**src/hw/rtl/nearest_point_snap_table_assert.svh**
```systemverilog
// Assertion macros for the snap table
`ifndef NEAREST_POINT_SNAP_TABLE_ASSERT_SVH
`define NEAREST_POINT_SNAP_TABLE_ASSERT_SVH
`ifndef NO_ASSERTIONS
`define NPST_ASSERT_IMPL(label, clk, rst_n, ante, cons) \
    label: assert property (@(posedge clk) disable iff (!rst_n) (ante) |-> (cons)) \
        else $error("assertion failed");
`define NPST_ASSERT_NEXT(label, clk, rst_n, ante, cons) \
    label: assert property (@(posedge clk) disable iff (!rst_n) (ante) |=> (cons)) \
        else $error("assertion failed");
`else
`define NPST_ASSERT_IMPL(label, clk, rst_n, ante, cons)
`define NPST_ASSERT_NEXT(label, clk, rst_n, ante, cons)
`endif
`endif

```
**src/hw/rtl/npst_pkg.sv**
```systemverilog
package npst_pkg;
    localparam int unsigned TIME_W = 32;
    localparam int unsigned DIST_W = 31;

    typedef enum logic [1:0] {
        CMD_ADD   = 2'd0,
        CMD_CLEAR = 2'd1,
        CMD_QUERY = 2'd2,
        CMD_NONE  = 2'd3
    } t_cmd;

    localparam logic [2:0] REG_SNAP_DIST = 3'd0;
    localparam logic [2:0] REG_PERIOD    = 3'd1;
    localparam logic [2:0] REG_KF_MODE   = 3'd2;
    localparam logic [2:0] REG_BAR_START = 3'd3;
    localparam logic [2:0] REG_BAR_END   = 3'd4;
    localparam logic [2:0] REG_KF_RANGE  = 3'd5;

    typedef struct packed {
        logic [1:0]        command;
        logic signed [31:0] time_value;
        logic              snap_on;
    } t_in_item;

    typedef struct packed {
        logic signed [31:0] result_time;
        logic              snapped;
        logic              table_full;
    } t_out_item;

    typedef enum logic [3:0] {
        ST_IDLE,
        ST_ADD_SCAN,
        ST_ADD_SHIFT,
        ST_ADD_PUT,
        ST_Q_SCAN,
        ST_Q_DIV,
        ST_Q_PER,
        ST_Q_FIN,
        ST_OUT
    } t_state;

    // request from sequencer to divider
    typedef struct packed {
        logic        start;
        logic signed [31:0] dividend;
        logic [30:0] divisor;
    } t_div_req;

    typedef struct packed {
        logic        done;
        logic signed [32:0] quot;
    } t_div_rsp;

    function automatic logic [33:0] abs_diff(input logic signed [33:0] a,
                                             input logic signed [33:0] b);
        logic signed [34:0] d;
        d = 35'(a) - 35'(b);
        abs_diff = d[34] ? 34'(-d) : 34'(d);
    endfunction
endpackage

```
**src/hw/rtl/npst_div.sv**
```systemverilog
module npst_div
    import npst_pkg::*;
(
    input  logic     i_clk,
    input  logic     i_rst_n,
    input  t_div_req i_req,
    output t_div_rsp o_rsp
);
    logic [31:0] r_rem, n_rem;
    logic [31:0] r_quo, n_quo;
    logic [31:0] r_mag, n_mag;
    logic [30:0] r_dsr, n_dsr;
    logic        r_neg, n_neg;
    logic [5:0]  r_cnt, n_cnt;
    logic        r_busy, n_busy;
    logic        r_done, n_done;
    logic [32:0] trial;

    always_comb begin
        n_rem  = r_rem;
        n_quo  = r_quo;
        n_mag  = r_mag;
        n_dsr  = r_dsr;
        n_neg  = r_neg;
        n_cnt  = r_cnt;
        n_busy = r_busy;
        n_done = 1'b0;
        trial  = {r_rem, r_mag[31]} - {2'b0, r_dsr};
        if (i_req.start) begin
            n_mag  = i_req.dividend[31] ? 32'(-i_req.dividend) : 32'(i_req.dividend);
            n_dsr  = (i_req.divisor == '0) ? 31'd1 : i_req.divisor;
            n_neg  = i_req.dividend[31];
            n_rem  = '0;
            n_quo  = '0;
            n_cnt  = '0;
            n_busy = 1'b1;
        end else if (r_busy) begin
            // one quotient bit per cycle
            n_mag = {r_mag[30:0], 1'b0};
            if (!trial[32]) begin
                n_rem = trial[31:0];
                n_quo = {r_quo[30:0], 1'b1};
            end else begin
                n_rem = {r_rem[30:0], r_mag[31]};
                n_quo = {r_quo[30:0], 1'b0};
            end
            n_cnt = r_cnt + 6'd1;
            if (r_cnt == 6'd31) begin
                n_busy = 1'b0;
                n_done = 1'b1;
            end
        end
    end

    always_ff @(posedge i_clk) begin
        if (!i_rst_n) begin
            r_busy <= 1'b0;
            r_done <= 1'b0;
            r_cnt  <= '0;
        end else begin
            r_busy <= n_busy;
            r_done <= n_done;
            r_cnt  <= n_cnt;
        end
        r_rem <= n_rem;
        r_quo <= n_quo;
        r_mag <= n_mag;
        r_dsr <= n_dsr;
        r_neg <= n_neg;
    end

    assign o_rsp.done = r_done;
    assign o_rsp.quot = r_neg ? -$signed({1'b0, r_quo}) : $signed({1'b0, r_quo});
endmodule

```
**config.mk**
```make
export PLATFORM = sky130hd
export DESIGN_NAME = npst_div
export DESIGN_NICKNAME = d
export VERILOG_FILES = /design/src/hw/rtl/nearest_point_snap_table_assert.svh /design/src/hw/rtl/npst_pkg.sv /design/src/hw/rtl/npst_div.sv
export SDC_FILE = /design/constraint.sdc
export NUM_CORES = 1
export LEC_CHECK = 0
export BUFFER_PORTS_ARGS = -buffer_cell sky130_fd_sc_hd__buf_4
export CORE_MARGIN = 4
export CORE_UTILIZATION = 30
export DETAILED_ROUTE_END_ITERATION = 7
export GPL_TIMING_DRIVEN = 0
export PLACE_DENSITY = 0.45
export SYNTH_ARGS = -nofsm -noshare
export SYNTH_HDL_FRONTEND = slang
export SYNTH_SLANG_ARGS = --single-unit
export TNS_END_PERCENT = 5
```
**constraint.sdc**
```tcl
create_clock -name i_clk -period 5.2 [get_ports i_clk]
set_input_delay 0.26 -clock i_clk [delete_from_list [all_inputs] [get_ports i_clk]]
set_output_delay 0.26 -clock i_clk [all_outputs]
set_load 0.02 [all_outputs]
```
==> results of run 1 <==
-- layer usage --
layer	vias to the layer above	wire [um]
li1	3861	-
met1	3582	12800
met2	125	11800
met3	18	864
met4	0	232
met5	-	0
-- cell type report --
class | count | area share (%)
flip-flops and latches | 136 | 31.9
plain buffers | 90 | 3.27
multi-input cells | 720 | 45.7
clock buffers | 22 | 5.03
well taps | 384 | 4.55
repair buffers | 99 | 7.04
inverters | 50 | 1.78
clock inverters | 10 | 0.711
-- cells by family (layout without fill, tap and decap cells) --
group | count (synthesis) | in the layout
XOR/XNOR | 84 | 84
multiplexers | 34 | 34
buffers and inverters | 140 | 271
adder cells (fa/ha/maj) | 35 | 35
AO/OA/AOI/OAI | 249 | 249
flip-flops | 136 | 136
AND/OR/NAND/NOR | 318 | 318
-- Yosys cell counts (4+ instances only) --
master | n | share of area (%)
a21boi_0 | 4 | 0.34
nand2_1 | 67 | 2.9
or4_1 | 9 | 0.77
or2_2 | 4 | 0.29
o31ai_1 | 30 | 2.6
ha_1 | 34 | 4.9
a21oi_1 | 64 | 3.7
nand2b_1 | 14 | 1.0
o21bai_1 | 9 | 0.77
nand3_1 | 11 | 0.63
o311ai_0 | 6 | 0.60
nor4_1 | 23 | 1.6
o211ai_1 | 8 | 0.69
a31oi_1 | 11 | 0.79
nor3_1 | 15 | 0.86
a221o_1 | 8 | 0.92
and2_1 | 9 | 0.65
mux2i_1 | 33 | 3.8
and3_1 | 7 | 0.50
o21a_1 | 8 | 0.69
buf_1 | 10 | 0.43
nand4_1 | 25 | 1.8
edfxtp_1 | 64 | 22
xnor2_1 | 41 | 4.1
o2111ai_1 | 4 | 0.40
inv_1 | 50 | 2.2
nor2_1 | 99 | 4.3
clkbuf_1 | 78 | 3.4
a311oi_1 | 13 | 1.3
a211oi_1 | 9 | 0.77
nor2b_1 | 9 | 0.65
or3_1 | 8 | 0.57
a21o_1 | 12 | 1.0
o41ai_1 | 13 | 1.3
dfxtp_1 | 72 | 17
nand3b_1 | 4 | 0.34
o21ai_0 | 36 | 2.1
xor2_1 | 43 | 4.3
-- worst max-delay path, delay by kind of cell (launching register included) --
kind | cells | cell delay, ns
compound gates | 6 | 2.04
fa+ha+maj | 2 | 0.61
buf+inv | 3 | 0.76
flops | 1 | 0.37
simple gates | 2 | 0.55
-- power groups by stage --
stage                     Sequential (mW)  Combinational (mW)  Clock, mW
after floorplan                      1.27               0.603          0
after global placement               1.29               0.879          0
after detailed placement             1.29               0.880          0
after CTS                            1.27               0.884       1.27
after global routing                 1.27               0.978       1.32
final                                1.26               0.878       1.24
-- sequential cells by signal, indices dropped and copies added, names as in the netlist --
name	count
r_mag	32
r_quo	32
r_rem	32
r_dsr	31
r_cnt	6
r_busy	1
r_done	1
r_neg	1
-- path summary, 6_finish.rpt --
| path | from | to | cells after the start |
|---|---|---|---|
| worst min-delay path | i_rst_n | r_busy$_SDFF_PN0_ | 2 |
| worst max-delay path | r_mag[31]$_DFFE_PP_ | r_rem[12]$_SDFFE_PP0P_ | 13 |
| worst max register to register | r_mag[31]$_DFFE_PP_ | r_rem[12]$_SDFFE_PP0P_ | 13 |
| worst min register to register | r_cnt[5]$_SDFFE_PP0P_ | r_done$_SDFF_PP0_ | 1 |
==> impl_metrics.json, run 1 <==
{
  "outcome": "finished, final reports clean",
  "grt-ovfl-total": 0,
  "setup_ws_ns": 0.751,
  "setup_viol": 0,
  "synth_area_per_cell_um2": 8.76,
  "final_cell_mix": "buf_4, nor2_1, clkbuf_1",
  "skew_ns": 0.00941,
  "grt_util_met2_pct": 25.6,
  "drv_slew": 0,
  "cts_tree": "built",
  "finalCritPeriodShare_pct": 85.6,
  "die_w_um": 179,
  "layout.cells.non_filler": 1511,
  "dpl.hpwl_um": 19000,
  "place_inst": 1479,
  "ios": 100,
  "layout_commonest_cell": "buf_4",
  "cts_buffers": 17,
  "htreeDepth": 4,
  "clkTransAtPathRegs_ns": 0.06,
  "syn-cell-area_mm2": 0.00872,
  "end_kind": "register",
  "required_ns": 5.51,
  "use_met3_pct": 3.35,
  "period_minus_slack_ns": 4.45,
  "clkPwrFrac_pct": 36.7,
  "multi_input_area_mm2": 0.00483,
  "holdWs_ns": 0.0658,
  "rsz0062_at_grt": "false",
  "post_synth_and_or_nand_nor_area_fraction_pct": 18.4,
  "drv_cap": 0,
  "wirelength_um": 25600,
  "hold_viol": 0,
  "switching_share_pct": 32.4,
  "grt_pass1_vias": 7459,
  "drive_gt1_share_pct": 13.0,
  "cts.repair.resized": 0,
  "p_leak_nw": 4.23,
  "drt_iter0_drc": 481,
  "cp_slowest_stage_delay_ns": 0.66,
  "grt_pass1_wl_um": 40200,
  "wl_per_cell_um": 17.0,
  "setup_tns_ns": 0,
  "n_antenna_cell": 0,
  "synth_compound_area_share_pct": 19.5,
  "max_clock_freq_mhz": 225,
  "met1_usage_pct": 22.6,
  "nets": 1215,
  "worst-setup-path-type": "register to register",
  "r2r_slack_ns": 0.75,
  "io_buffers": 99,
  "grt_most_used_layer": "met2",
  "postCtsHoldBufs": 0,
  "synth_flop_cell": "dfxtp_1",
  "relSlewSlack_pct": 15.2,
  "yosysSeqAreaShare_pct": 38.6,
  "gp_congestion": 0.839,
  "synth_edf_count": 64,
  "core_area_mm2": 0.0287,
  "synthMuxAreaShare_pct": 3.92,
  "vias": 7586,
  "fin_area_mm2": 0.0106,
  "clkSinkCount": 136,
  "syn_nets": 1097,
  "firstDrtPassIters": 5,
  "clock-root-buffer": "clkbuf_16",
  "cp-start-kind": "register",
  "post-route-util_pct": 36.8,
  "pwr_density_cell_mw_per_mm2": 321,
  "cp.arrival_ns": 4.76,
  "vias_per_cell": 5.02,
  "p_sw_mw": 1.10,
  "dieArea_mm2": 0.0319,
  "internal_power_mw": 2.29,
  "drc": 0,
  "antenna_found_initial": 0,
  "postRouteAntennaNets": 0,
  "dp_slack_ns": 0.682,
  "synth_fa_ha_area_share_pct": 5.11,
  "power_frac_seq_pct": 37.3,
  "combPwrFrac_pct": 25.9,
  "crit_fanout": 10,
  "synth_cell_type_count": 59,
  "worst_pin_slew_ns": 1.27,
  "syn_inst": 996,
  "final-seq-area_mm2": 0.00336,
  "place_area_mm2": 0.00995,
  "yosys_warnings": 0,
  "async_flop_share_pct": 0,
  "irDropWorstVdd_mv": 0.197,
  "syn_to_final_growth_pct": 21.0,
  "worstPathCellList": "inv_1 -> ha_1 -> fa_1 -> nor2b_1 -> o2111ai_1 -> a21oi_1 -> o2111ai_1 -> a21oi_1 -> a211o_1 -> clkbuf_1 -> nand3_1 -> clkbuf_1 -> a221o_1",
  "clock_path_buffers": 2,
  "start_util_pct": 30.4,
  "die_h_um": 179,
  "slowest_stage": "a21oi_1",
  "fin_total_pwr_mw": 3.39,
  "synth-xor-area-share_pct": 8.43,
  "std_cell_rows": 62,
  "hp-class": "input port to register",
  "fill_cells": 2971,
  "grt_max_degree": 34,
  "post_cts_buffers": 0,
  "synth_top_family_by_area": "compound AO/OA/AOI/OAI gates",
  "clk_latency_ns": 0.43,
  "grt_util_all_layers_pct": 16.1,
  "yosys_register_bits": 136
}
(Power assumes the default switching activity.)
==> run 2, diff against run 1 <==
--- a/config.mk
+++ b/config.mk
@@ -7,10 +7,10 @@
 export LEC_CHECK = 0
 export BUFFER_PORTS_ARGS = -buffer_cell sky130_fd_sc_hd__buf_4
 export CORE_MARGIN = 4
-export CORE_UTILIZATION = 30
+export CORE_UTILIZATION = 55
 export DETAILED_ROUTE_END_ITERATION = 7
 export GPL_TIMING_DRIVEN = 0
-export PLACE_DENSITY = 0.45
+export PLACE_DENSITY = 0.74
 export SYNTH_ARGS = -nofsm -noshare
 export SYNTH_HDL_FRONTEND = slang
 export SYNTH_SLANG_ARGS = --single-unit
==> impl_metrics.json, run 2 (same netlist as run 1, synthesis figures left out) <==
{
  "outcome": "finished, final reports clean",
  "ios": 100,
  "drive_gt1_share_pct": 13.0,
  "drv_slew": 0,
  "grt_util_all_layers_pct": 25.4,
  "clk_latency_ns": 0.43,
  "clkTransAtPathRegs_ns": 0.06,
  "worst-setup-path-type": "register to register",
  "drv_cap": 0,
  "antenna_found_initial": 0,
  "setup_viol": 0,
  "cts_tree": "built",
  "postCtsHoldBufs": 0,
  "min_to": "r_busy$_SDFF_PN0_",
  "timing.rr.end": "r_rem[11]$_SDFFE_PP0P_",
  "gp_congestion": 0.945,
  "finalCritPeriodShare_pct": 85.2,
  "skew_ns": 0.0129,
  "drt_iter0_drc": 654,
  "nets": 1215,
  "postRouteAntennaNets": 0,
  "vias": 7946,
  "cts.repair.resized": 0,
  "grt_pass1_wl_um": 37000,
  "final_cell_mix": "buf_4, nor2_1, clkbuf_1",
  "cp.arrival_ns": 4.77,
  "hp-class": "input port to register",
  "place_area_mm2": 0.00973,
  "dpl.hpwl_um": 16400,
  "fill_cells": 1277,
  "wirelength_um": 22800,
  "clock_path_buffers": 2,
  "std_cell_rows": 45,
  "clock-root-buffer": "clkbuf_16",
  "p_leak_nw": 4.24,
  "rsz0062_at_grt": "false",
  "syn_to_final_growth_pct": 19.3,
  "vias_per_cell": 5.94,
  "n_antenna_cell": 0,
  "min_from": "i_rst_n",
  "relSlewSlack_pct": 14.8,
  "grt_pass1_vias": 7475,
  "drc": 0,
  "cp-start-kind": "register",
  "biggestRegsByFlops": "r_mag x32, r_quo x32, r_rem x32",
  "start_util_pct": 56.8,
  "end_kind": "register",
  "holdWs_ns": 0.0579,
  "hold_viol": 0,
  "grt_max_degree": 34,
  "layout_commonest_cell": "buf_4",
  "fin_total_pwr_mw": 3.53,
  "die_h_um": 134,
  "max_clock_freq_mhz": 226,
  "reg2reg_depth": 13,
  "cts_buffers": 17,
  "irDropWorstVdd_mv": 0.254,
  "dieArea_mm2": 0.0179,
  "r2r_slack_ns": 0.77,
  "fin_area_mm2": 0.0104,
  "clkSinkCount": 136,
  "die_w_um": 134,
  "htreeDepth": 4,
  "io_buffers": 99,
  "required_ns": 5.53,
  "firstDrtPassIters": 5,
  "post_cts_buffers": 0,
  "worst_pin_slew_ns": 1.28,
  "core_area_mm2": 0.0154,
  "setup_tns_ns": 0,
  "regToRegStartpoint": "r_mag[31]$_DFFE_PP_",
  "grt-ovfl-total": 0,
  "hold_depth": 2,
  "crit_fanout": 10,
  "period_minus_slack_ns": 4.43,
  "wl_per_cell_um": 17.1,
  "pwr_density_cell_mw_per_mm2": 339
}
## run 2: changes by cell type in the layout (fill, tap and decap cells not counted)
cell / delta
bufinv_16: +6
clkbuf_16: -4
clkbuf_2: -1
clkinv_2: -1
clkinvlp_2: +1
clkinvlp_4: +2
inv_4: -2
inv_6: -1
## run 2: routing by layer
metal / routed length (um) / up-vias / share of wire [%] / track usage [%]
met5: 0 / - / 0 / 0
met4: 450 / 0 / 2.0 / 8.69
met3: 1750 / 46 / 7.7 / 5.44
met2: 10400 / 320 / 46 / 40.0
met1: 10200 / 3713 / 45 / 34.8
li1: - / 3867 / - / -
## run 2: layout make-up
type	count	area (um2)	area share (%)
clock buffer	17	425	4.09
inverter	50	188	1.80
clock inverter	15	249	2.39
buffer	90	345	3.32
sequential	136	3360	32.3
tap	211	264	2.54
timing repair buffer	99	743	7.14
multi-input combinational	720	4830	46.4
## run 2: worst max path at each step
stage                          start                     end  slack, ns  depth (start not counted)
3_5_place_dp     r_mag[31]$_DFFE_PP_  r_rem[13]$_SDFFE_PP0P_       0.95                         13
4_1_cts          r_mag[31]$_DFFE_PP_  r_rem[11]$_SDFFE_PP0P_       0.93                         13
6_report         r_mag[31]$_DFFE_PP_  r_rem[11]$_SDFFE_PP0P_       0.77                         13
2_1_floorplan  r_quo[7]$_SDFFE_PP0P_               o_rsp[30]       1.69                          8
3_3_place_gp     r_mag[31]$_DFFE_PP_  r_rem[12]$_SDFFE_PP0P_       0.99                         13
5_1_grt          r_mag[31]$_DFFE_PP_  r_rem[29]$_SDFFE_PP0P_       0.49                         12
## run 2: power breakdown
| part | internal [mW] | switching, mW | leakage, nW |
|---|---|---|---|
| Combinational | 0.343 | 0.522 | 2.71 |
| Sequential | 1.21 | 0.0527 | 1.21 |
| Clock | 0.901 | 0.494 | 0.320 |
## run 2: critical path: stages, from the launching register on
cell	delay, ns
edfxtp_1	0.35
inv_1	0.05
ha_1	0.23
fa_1	0.38
nor2b_1	0.22
o2111ai_1	0.20
a21oi_1	0.35
o2111ai_1	0.28
a21oi_1	0.65
and3_1	0.29
clkbuf_1	0.43
clkbuf_1	0.49
nor4_1	0.13
nor4_1	0.28
## run 2: through the flow
stage | worst slack [ns] | cells | utilization [%]
2_1_floorplan | 1.69 | 996 | -
3_3_place_gp | 0.987 | 1306 | 63.3
3_5_place_dp | 0.952 | 1306 | 63.3
4_1_cts | 0.928 | 1338 | 67.7
5_1_grt | 0.487 | 1338 | 67.7
6_report | 0.769 | 1338 | 67.7
